`src/hdl/first_fit_block_allocator_defines.svh`:
```
// ----------------------------------------------------------------------------
// First-fit block allocator assertion macros
// Shared macros for the concurrent checks of the allocator.
// ----------------------------------------------------------------------------
`ifndef FIRST_FIT_BLOCK_ALLOCATOR_DEFINES_SVH
`define FIRST_FIT_BLOCK_ALLOCATOR_DEFINES_SVH
`ifndef ASSERT_OFF
// Same-cycle implication checked on every rising edge outside reset.
`define FFA_ASSERT_IMP(lbl, ante, cons) \
  lbl: assert property (@(posedge clk) disable iff (!rst_n) (ante) |-> (cons)) \
    else $error("allocator check failed");
// Next-cycle implication checked on every rising edge outside reset.
`define FFA_ASSERT_NXT(lbl, ante, cons) \
  lbl: assert property (@(posedge clk) disable iff (!rst_n) (ante) |=> (cons)) \
    else $error("allocator check failed");
`else
`define FFA_ASSERT_IMP(lbl, ante, cons)
`define FFA_ASSERT_NXT(lbl, ante, cons)
`endif
`endif

```
`src/hdl/ffa_pkg.sv`:
```
// ----------------------------------------------------------------------------
// First-fit block allocator package
// Sizes, codes and the types passed between the controller and the cells.
// ----------------------------------------------------------------------------
`default_nettype none
package ffa_pkg;
  localparam int MAX_BLOCKS   = 64;
  localparam int HEADER_BYTES = 24;
  localparam int OFFSET_BITS  = 24;
  localparam int IW = $clog2(MAX_BLOCKS);
  localparam int CW = $clog2(MAX_BLOCKS + 1);
  localparam logic [OFFSET_BITS-1:0] HEAP_RESET = OFFSET_BITS'(1048576);
  localparam logic [OFFSET_BITS-1:0] HDR = OFFSET_BITS'(HEADER_BYTES);

  localparam logic CMD_ALLOC = 1'b0;
  localparam logic CMD_FREE  = 1'b1;

  localparam logic [1:0] ST_DONE  = 2'd0;
  localparam logic [1:0] ST_NOFIT = 2'd1;
  localparam logic [1:0] ST_UNKN  = 2'd2;
  localparam logic [1:0] ST_NULL  = 2'd3;

  typedef enum logic [2:0] {
    OP_NONE, OP_CLEAR, OP_SET, OP_INSERT, OP_REMOVE
  } cell_op_t;

  typedef struct packed {
    logic                   valid;
    logic                   used;
    logic [OFFSET_BITS-1:0] start;
    logic [OFFSET_BITS-1:0] pay;
  } entry_t;

  typedef struct packed {
    cell_op_t               op;
    logic [IW-1:0]          idx;
    logic                   free_mode;
    logic                   used_val;
    logic [OFFSET_BITS-1:0] size;
    logic [OFFSET_BITS-1:0] off;
    logic [OFFSET_BITS-1:0] new_start;
    logic [OFFSET_BITS-1:0] new_pay;
    logic [OFFSET_BITS-1:0] heap;
  } cell_ctl_t;

  typedef struct packed {
    logic                   sel;
    logic [IW-1:0]          idx;
    logic                   used;
    logic                   prev_free;
    logic                   next_free;
    logic [OFFSET_BITS-1:0] start;
    logic [OFFSET_BITS-1:0] pay;
  } cell_rep_t;
endpackage
`default_nettype wire

```
`src/hdl/ffa_cell.sv`:
```
// ----------------------------------------------------------------------------
// First-fit allocator cell
// Holds one table entry and trades it with its neighbors on shifts.
// ----------------------------------------------------------------------------
`default_nettype none
module ffa_cell
  import ffa_pkg::*;
(
  input  wire logic          clk,
  input  wire logic          rst_n,
  input  wire logic [IW-1:0] cell_id,
  input  wire cell_ctl_t     ctl,
  input  wire entry_t        left,
  input  wire entry_t        right,
  input  wire logic          found_in,
  output logic               found_out,
  output entry_t             ent,
  output cell_rep_t          rep
);
  entry_t ent_r, ent_nxt;
  logic [OFFSET_BITS:0] off_sum;
  logic hit, sel;
  logic [IW:0] id_p1, idx_p1;

  assign off_sum = {1'b0, ent_r.start} + {1'b0, HDR};
  assign id_p1   = {1'b0, cell_id} + 1'b1;
  assign idx_p1  = {1'b0, ctl.idx} + 1'b1;

  always_comb begin
    if (ctl.free_mode) begin
      hit = ent_r.valid && (off_sum[OFFSET_BITS-1:0] == ctl.off);
    end else begin
      hit = ent_r.valid && !ent_r.used && (ent_r.pay >= ctl.size);
    end
  end

  assign sel       = hit && !found_in;
  assign found_out = found_in || hit;

  always_comb begin
    rep = '0;
    if (sel) begin
      rep.sel       = 1'b1;
      rep.idx       = cell_id;
      rep.used      = ent_r.used;
      rep.prev_free = left.valid && !left.used;
      rep.next_free = right.valid && !right.used;
      rep.start     = ent_r.start;
      rep.pay       = ent_r.pay;
    end
  end

  always_comb begin
    ent_nxt = ent_r;
    unique case (ctl.op)
      OP_CLEAR: begin
        ent_nxt.valid = (cell_id == '0) && (ctl.heap >= HDR);
        ent_nxt.used  = 1'b0;
        ent_nxt.start = '0;
        ent_nxt.pay   = ctl.heap - HDR;
      end
      OP_SET: begin
        if (cell_id == ctl.idx) ent_nxt.used = ctl.used_val;
      end
      OP_INSERT: begin
        if (cell_id == ctl.idx) begin
          ent_nxt.pay  = ctl.size;
          ent_nxt.used = 1'b1;
        end else if ({1'b0, cell_id} == idx_p1) begin
          ent_nxt.valid = 1'b1;
          ent_nxt.used  = 1'b0;
          ent_nxt.start = ctl.new_start;
          ent_nxt.pay   = ctl.new_pay;
        end else if ({1'b0, cell_id} > idx_p1) begin
          ent_nxt = left;
        end
      end
      OP_REMOVE: begin
        if (id_p1 == {1'b0, ctl.idx}) begin
          ent_nxt.pay = ent_r.pay + HDR + right.pay;
        end else if (cell_id >= ctl.idx) begin
          ent_nxt = right;
        end
      end
      default: ;
    endcase
  end

  always_ff @(posedge clk) begin
    if (!rst_n) begin
      ent_r.valid <= (cell_id == '0);
      ent_r.used  <= 1'b0;
      ent_r.start <= '0;
      ent_r.pay   <= HEAP_RESET - HDR;
    end else begin
      ent_r <= ent_nxt;
    end
  end

  assign ent = ent_r;
endmodule
`default_nettype wire

```
`config.mk`:
```
export PLATFORM = sky130hd
export DESIGN_NAME = ffa_cell
export DESIGN_NICKNAME = d
export VERILOG_FILES = /design/src/hdl/first_fit_block_allocator_defines.svh /design/src/hdl/ffa_pkg.sv /design/src/hdl/ffa_cell.sv
export SDC_FILE = /design/constraint.sdc
export NUM_CORES = 1
export LEC_CHECK = 0
export BUFFER_PORTS_ARGS = -buffer_cell sky130_fd_sc_hd__buf_4
export CAP_MARGIN = 20
export CORE_AREA = 2 2 136 138
export DETAILED_ROUTE_END_ITERATION = 6
export DIE_AREA = 0 0 138 140
export GPL_TIMING_DRIVEN = 0
export HOLD_SLACK_MARGIN = 0.1
export PLACE_DENSITY = 0.73
export SYNTH_ARGS = -nofsm -noshare
export SYNTH_HDL_FRONTEND = slang
export SYNTH_SLANG_ARGS = --single-unit
```
`constraint.sdc`:
```
create_clock -name clk -period 10.2 [get_ports clk]
set_clock_uncertainty 0.2 [all_clocks]
set_input_delay 2.04 -clock clk [delete_from_list [all_inputs] [get_ports clk]]
set_output_delay 2.04 -clock clk [all_outputs]
set_load 0.05 [all_outputs]
```
* Yosys cells after proc, flatten, opt, wreduce, memory -nomap -nowiden
Cells that the tools add are included.
Storage, ports and cells: register bits after elaboration 50, input port bits 240, output and inout port bits 109, logic and storage cells 69
Cells by class: add/subtract/negate cells 6, order comparisons 4, eq/ne operators 20, mux-type cells 16, reductions and logical operators 19
Operators with widths (count):
- $mux W50 | 4
- $pmux W48 S3 | 1
- $mux W24 | 3
- $mux W58 | 1
- $add A24 B5 Y24 const B | 2
- $mux W26 | 1
- $add A24 B24 Y24 | 1
- $eq A24 B24 Y1 | 1
- $ge A24 B24 Y1 | 1
- $ge A24 B5 Y1 const B | 1
- $sub A24 B5 Y24 const B | 1
- $ne A3 B3 Y1 const B | 5
- $reduce_and A5 Y1 | 3
- $add A6 B1 Y7 const B | 2
- $ne A2 B2 Y1 const B | 4
- $ne A4 B4 Y1 const B | 2
- $eq A6 B7 Y1 | 1
- $eq A7 B6 Y1 | 1
- $gt A6 B7 Y1 | 1
- $logic_and A1 B1 Y1 | 7
- $eq A3 B2 Y1 const B | 2
- $eq A6 B6 Y1 | 1
- $ge A6 B6 Y1 | 1
- $logic_not A6 Y1 | 1
- other kinds (11) | 17

* Depth between registers and ports, before layout
Gate-level depths: netlist (run 1).
word-level depth 7, mapped depth 15

* Worst setup path after synthesis (run 1)
OpenSTA, ideal clock, no wires.
kind input to output, start input ctl[77] (netlist name), end output rep[50] (netlist name), arrival 4.337 ns, slack 3.623 ns, stages on the path 8, path buffers 0, path through or3_1 > nand3_1 > o21ai_0 > o21ai_0 > nand4_1 > nor4_1 > o2111ai_1 > nor3b_1
RTL lines:
- start, declared | line ffa_cell.sv:12 | input wire cell_ctl_t ctl,
- end, declared | line ffa_cell.sv:18 | output cell_rep_t rep

==> flow_summary.ini, run 1 <==
[timing]
setup_violations = 0
hold_viol_final = 0
worst_slew_pin_slew_ps = 1150
fin_hold_ws_ps = 349
layout_worst_path_cycle_share_pct = 70.1
finalCriticalPeriod_ps = 7150
rsz0062_at_grt = false
slew_headroom_pct = 22.8
fmax_ghz = 0.140
setup_tns_ps = 0
drv_slew = 0

[finish]
layoutNonFillerInstCount = 1655
largest_reg_flops = 50
layout-drive-gt1-share_pct = 26.4
finish.utilization_pct = 59.0
nets = 1752
synthToLayoutAreaGrowth_pct = 40.6
antenna_cells = 0

[global_route]
grt_pass1_wl_um = 51400
antenna_found_initial = 1
track_usage_pct = 33.9
grt_start_max_net_pins = 17
grt.overflow.total = 0
grt_pass1_vias = 9082

[drt]
drt-initial-drc-count = 819
wl_um = 34500
ant_nets = 0
drtPass1Iterations = 5
drt-wirelength-per-cell_um = 20.8
viasPerCell = 5.75
route.detailed.drc = 0
dr_total_vias = 9524

[critical_path]
crit_type = primary input to primary output
r2r_slack_ps = 6720
end_kind = primary output
cp.arrival_ps = 4910
worst_setup_path_start_kind = primary input
path_max_fanout = 10
worstPathRequired_ps = 7960

[synth]
async_flop_share_pct = 0
yosys_most_used_dff = dfxtp_1
syn-cell-area_um2 = 7460
yosys.area.top_type = ha_1
synth-warning-count = 0
synth_nets = 1400
synth-seq-cells = 50
ys_seq_area_share_pct = 13.5
synth.top_cells.by_count = nand2_1, a21oi_1, ha_1, and2_1, nor2_1
yosysUniqueCellTypes = 72
synth_area_leaders = ha_1, dfxtp_1, a21oi_1
synth_edf_count = 1
syn_area_per_cell_um2 = 6.96
yosysTopAreaCellShare_pct = 14.4
synthCells = 1073
yosysMostFrequentCell = nand2_1

[place]
gp_congestion = 0.936
dp_hpwl_um = 28100
dp_cells = 1647
portBuffers = 345

[clock_tree]
h-tree-depth = 2
clock_latency_ps = 310
numCtsBuffers = 5
cts_resized = 0
clk_pin_slew_worst_paths_ps = 80
cts_tree = yes
clkSinkCount = 50
ctsHoldBuffers = 0
cts_setup_buffers = 0
clock-root-buffer = clkbuf_16
cts.path.max_buffers = 2

[die]
die_w_um = 138
ios = 349
core-area_um2 = 17800
start_util_pct = 42.0
die_area_um2 = 19300
die_y_um = 140
fp-row-count = 49

[power]
power_density_nw_per_um2 = 96.2
peakVddDrop_uv = 73.8
leakagePower_nw = 5.24

[flow_run]
drv_cap = 0

[run_status]
status = finished, final reports clean

[min_path]
min_path_type = flop to flop
-- metal layers --
layer	vias to the layer above	track usage, %	share of wire (%)
met5	-	0	0.041
met4	2	12.4	3.8
met3	82	8.00	9.6
met2	536	55.9	46
met1	4350	43.3	41
li1	4554	-	-
-- per-stage QoR --
step / cell area [um2] / worst slack [ps] / total power, W
2_1_floorplan: 7460 / 3620 / 0.000599
3_3_place_gp: 10300 / 3020 / 0.000805
3_5_place_dp: 10300 / 3060 / 0.000811
4_1_cts: 10500 / 3040 / 0.00100
5_1_grt: 10500 / 2880 / 0.00107
6_report: 10500 / 3050 / 0.00101
-- critical path: stages --
cell and delay [ps]:
buf_4 110, ha_1 270, nand2b_1 140, a21o_1 190, a21oi_1 160, o21ai_0 160
a31oi_1 310, o2bb2ai_1 180, o31ai_1 430, a21oi_1 140, buf_4 230, buf_6 160
and2_1 170, buf_4 190
-- final timing paths --
check	cells after the start	start	endpoint
setup / recovery	14	ctl[96]	rep[32]
hold / removal	2	ent[6]	ent[6]
setup reg to reg	12	ent[1]	ent[19]
hold reg to reg	2	ent[6]	ent[6]
-- where the power goes --
group          total (W)  internal, W  leakage, nW  switching, W
logic           0.000566     0.000238         4.75      0.000328
clock network   0.000193    0.0000992       0.0735     0.0000942
registers       0.000250     0.000215        0.413     0.0000352
total            0.00101     0.000553         5.24      0.000457
-- placed cells by master (no fill, tap or decap), drive strengths merged, types with 6 or more instances in the layout --
cell	n
a21o	15
o211ai	8
mux2i	12
a21oi	130
a221oi	9
o22ai	23
buf	360
nor4	13
a211oi	8
nand4	13
xnor2	49
and2	57
xor2	27
inv	53
nand3	19
clkbuf	55
nor3b	6
o211a	25
dfxtp	49
nand2b	11
nor3	23
nand2	172
a311oi	6
ha	86
o21ai	48
a31oi	11
nor2	55
-- cells by family (layout without fill, tap and decap cells) --
kind of cell	after synthesis	after routing	share of synthesized area, %
flip-flops	50	50	13.5
multiplexers	17	17	2.36
XOR/XNOR	76	76	8.92
buffers and inverters	116	469	6.44
AO/OA/AOI/OAI	324	324	27.7
adder cells (fa/ha/maj)	87	87	14.7
AND/OR/NAND/NOR	403	403	26.3
-- layout make-up --
cell class	instances	area, um2
well taps	229	287
clock inverters	2	16.3
repair buffers	345	2590
inverters	52	195
multi-input cells	907	5970
plain buffers	64	285
fillers	1714	7280
flip-flops and latches	50	1010
clock buffers	6	139
Note: power is estimated with default switching activity, not from simulation.
==> run 2, diff against run 1 <==
--- a/config.mk
+++ b/config.mk
@@ -7,12 +7,12 @@
 export LEC_CHECK = 0
 export BUFFER_PORTS_ARGS = -buffer_cell sky130_fd_sc_hd__buf_4
 export CAP_MARGIN = 20
-export CORE_AREA = 2 2 136 138
+export CORE_MARGIN = 2
+export CORE_UTILIZATION = 44
 export DETAILED_ROUTE_END_ITERATION = 6
-export DIE_AREA = 0 0 138 140
 export GPL_TIMING_DRIVEN = 0
 export HOLD_SLACK_MARGIN = 0.1
-export PLACE_DENSITY = 0.73
+export PLACE_DENSITY = 0.79
 export SYNTH_ARGS = -nofsm -noshare
 export SYNTH_HDL_FRONTEND = slang
 export SYNTH_SLANG_ARGS = --single-unit
==> constraint.sdc (replaced) <==
create_clock -name clk -period 6.5 [get_ports clk]
set_clock_uncertainty 0.2 [all_clocks]
set_input_delay 1.3 -clock clk [delete_from_list [all_inputs] [get_ports clk]]
set_output_delay 1.3 -clock clk [all_outputs]
set_load 0.05 [all_outputs]
==> run 2 against run 1 <==
Against the previous run:
- setup slack lost 2300 ps
- sequential share of layout area barely moved
- clock power increased by 54%
- critical path depth grew 1
- design area hardly changed
- hold slack gained 8.7 ps
- global-route usage is 1.8 points higher
- count of clock-buffer cells in the layout unchanged
- via count grew 1.4%
- register-to-register slack worse by 3800 ps
- first-iteration DRC count is 9.8% higher
- non-clock buffer count is 1 higher
- critical path type unchanged
- critical endpoint is now rep[20]
- highest routed layer is now met4
==> flow_summary.ini, run 2 (same netlist as run 1, synthesis figures left out) <==
[drt]
route.detailed.drc = 0
drtPass1Iterations = 5
ant_nets = 0
dr_total_vias = 9653
wl_um = 33600
viasPerCell = 5.86
drt-initial-drc-count = 899
drt-wirelength-per-cell_um = 20.4

[min_path]
min_to = ent[6]
min_from = ent[6]
hold_depth = 2
min_path_type = flop to flop

[power]
peakVddDrop_uv = 107
power_density_nw_per_um2 = 150
leakagePower_nw = 5.24
finalPower_w = 0.00158

[critical_path]
cp.arrival_ps = 4250
crit_type = primary input to primary output
rr_startpoint = ent[1]
rr_worst_depth = 12
worst_setup_path_start_kind = primary input
rr_endpoint = ent[19]
worstPathRequired_ps = 5000
r2r_slack_ps = 2950
end_kind = primary output
path_max_fanout = 10

[clock_tree]
clock-root-buffer = clkbuf_16
cts_setup_buffers = 0
h-tree-depth = 2
numCtsBuffers = 5
cts_tree = yes
clkSinkCount = 50
cts_resized = 0
clk_pin_slew_worst_paths_ps = 80
cts.path.max_buffers = 2
ctsHoldBuffers = 0
clock_latency_ps = 310

[global_route]
grt.overflow.total = 0
grt_busiest_layer = met2
grtUsageMet3_pct = 6.50
grt_start_max_net_pins = 17
antenna_found_initial = 0
track_usage_pct = 35.7
grt_pass1_wl_um = 50100
met2_usage_pct = 58.1
use_met1_pct = 47.2
grt_pass1_vias = 8984

[timing]
setup_tns_ps = 0
slew_headroom_pct = 39.1
drv_slew = 0
worst_slew_pin_slew_ps = 914
rsz0062_at_grt = false
layout_worst_path_cycle_share_pct = 88.5
finalCriticalPeriod_ps = 5750
setup_violations = 0
hold_viol_final = 0
fmax_ghz = 0.174

[die]
fp-row-count = 47
core-area_um2 = 16600
ios = 349
start_util_pct = 45.0
die_w_um = 134
die_y_um = 134
die_area_um2 = 18000

[finish]
antenna_cells = 0
nets = 1753
layout-drive-gt1-share_pct = 26.5
final_common_cell = buf_4
synthToLayoutAreaGrowth_pct = 40.6
layout_common_cells = buf_4, nand2_1, a21oi_1
largest_reg_flops = 50

[place]
portBuffers = 345
gp_congestion = 0.983
dp_hpwl_um = 27000

[run_status]
status = finished, final reports clean

[flow_run]
drv_cap = 0
[run 2: changes by cell type in the layout (fill, tap and decap cells not counted), sizes merged]
cell	change
buf	+1
[run 2: power by group]
part           internal, W  switching [W]
clock network     0.000156       0.000142
registers         0.000338      0.0000545
logic             0.000374       0.000511
[run 2: per-layer routing]
metal / up-vias / part of all wire, %
met4: 0 / 3.4
met3: 77 / 10
li1: 4579 / -
met2: 551 / 45
met1: 4446 / 41
met5: - / 0
[run 2: how the worst max path moves through the flow]
| stage | from | endpoint |
|---|---|---|
| 2_1_floorplan | ent[27] | rep[50] |
| 3_3_place_gp | ctl[105] | rep[24] |
| 3_5_place_dp | ctl[105] | rep[20] |
| 4_1_cts | ctl[105] | rep[20] |
| 5_1_grt | ent[27] | rep[16] |
| 6_report | ctl[105] | rep[20] |
[run 2: area by class of cell]
type	count	area [um2]
fillers	1556	6090
multi-input cells	907	5970
repair buffers	346	2600
flip-flops and latches	50	1010
plain buffers	64	285
well taps	220	275
inverters	52	195
clock buffers	6	139
clock inverters	2	16.3
[run 2: worst max-delay path, stage by stage]
cell and delay [ps]:
buf_4 90, inv_1 30, ha_1 310, a21o_1 190
a21o_1 170, a21o_1 170, a211oi_1 230, o21ai_0 150
o2bb2ai_1 230, o31ai_1 420, a21oi_1 200, buf_4 240
buf_6 170, and2_1 160, buf_4 190
[run 2: per-stage QoR]
| stage | worst slack (ps) | area (um2) | utilization, % | hold WS (ps) | instances |
|---|---|---|---|---|---|
| final | 745 | 10500 | 63.3 | 357 | 1647 |
| after global routing | 551 | 10500 | 63.3 | 384 | 1647 |
| after CTS | 774 | 10500 | 63.2 | 349 | 1646 |
| after detailed placement | 782 | 10300 | 62.3 | 337 | 1638 |
| after global placement | 791 | 10300 | 62.3 | 330 | 1638 |
| after floorplan | 1380 | 7460 | - | 522 | 1073 |
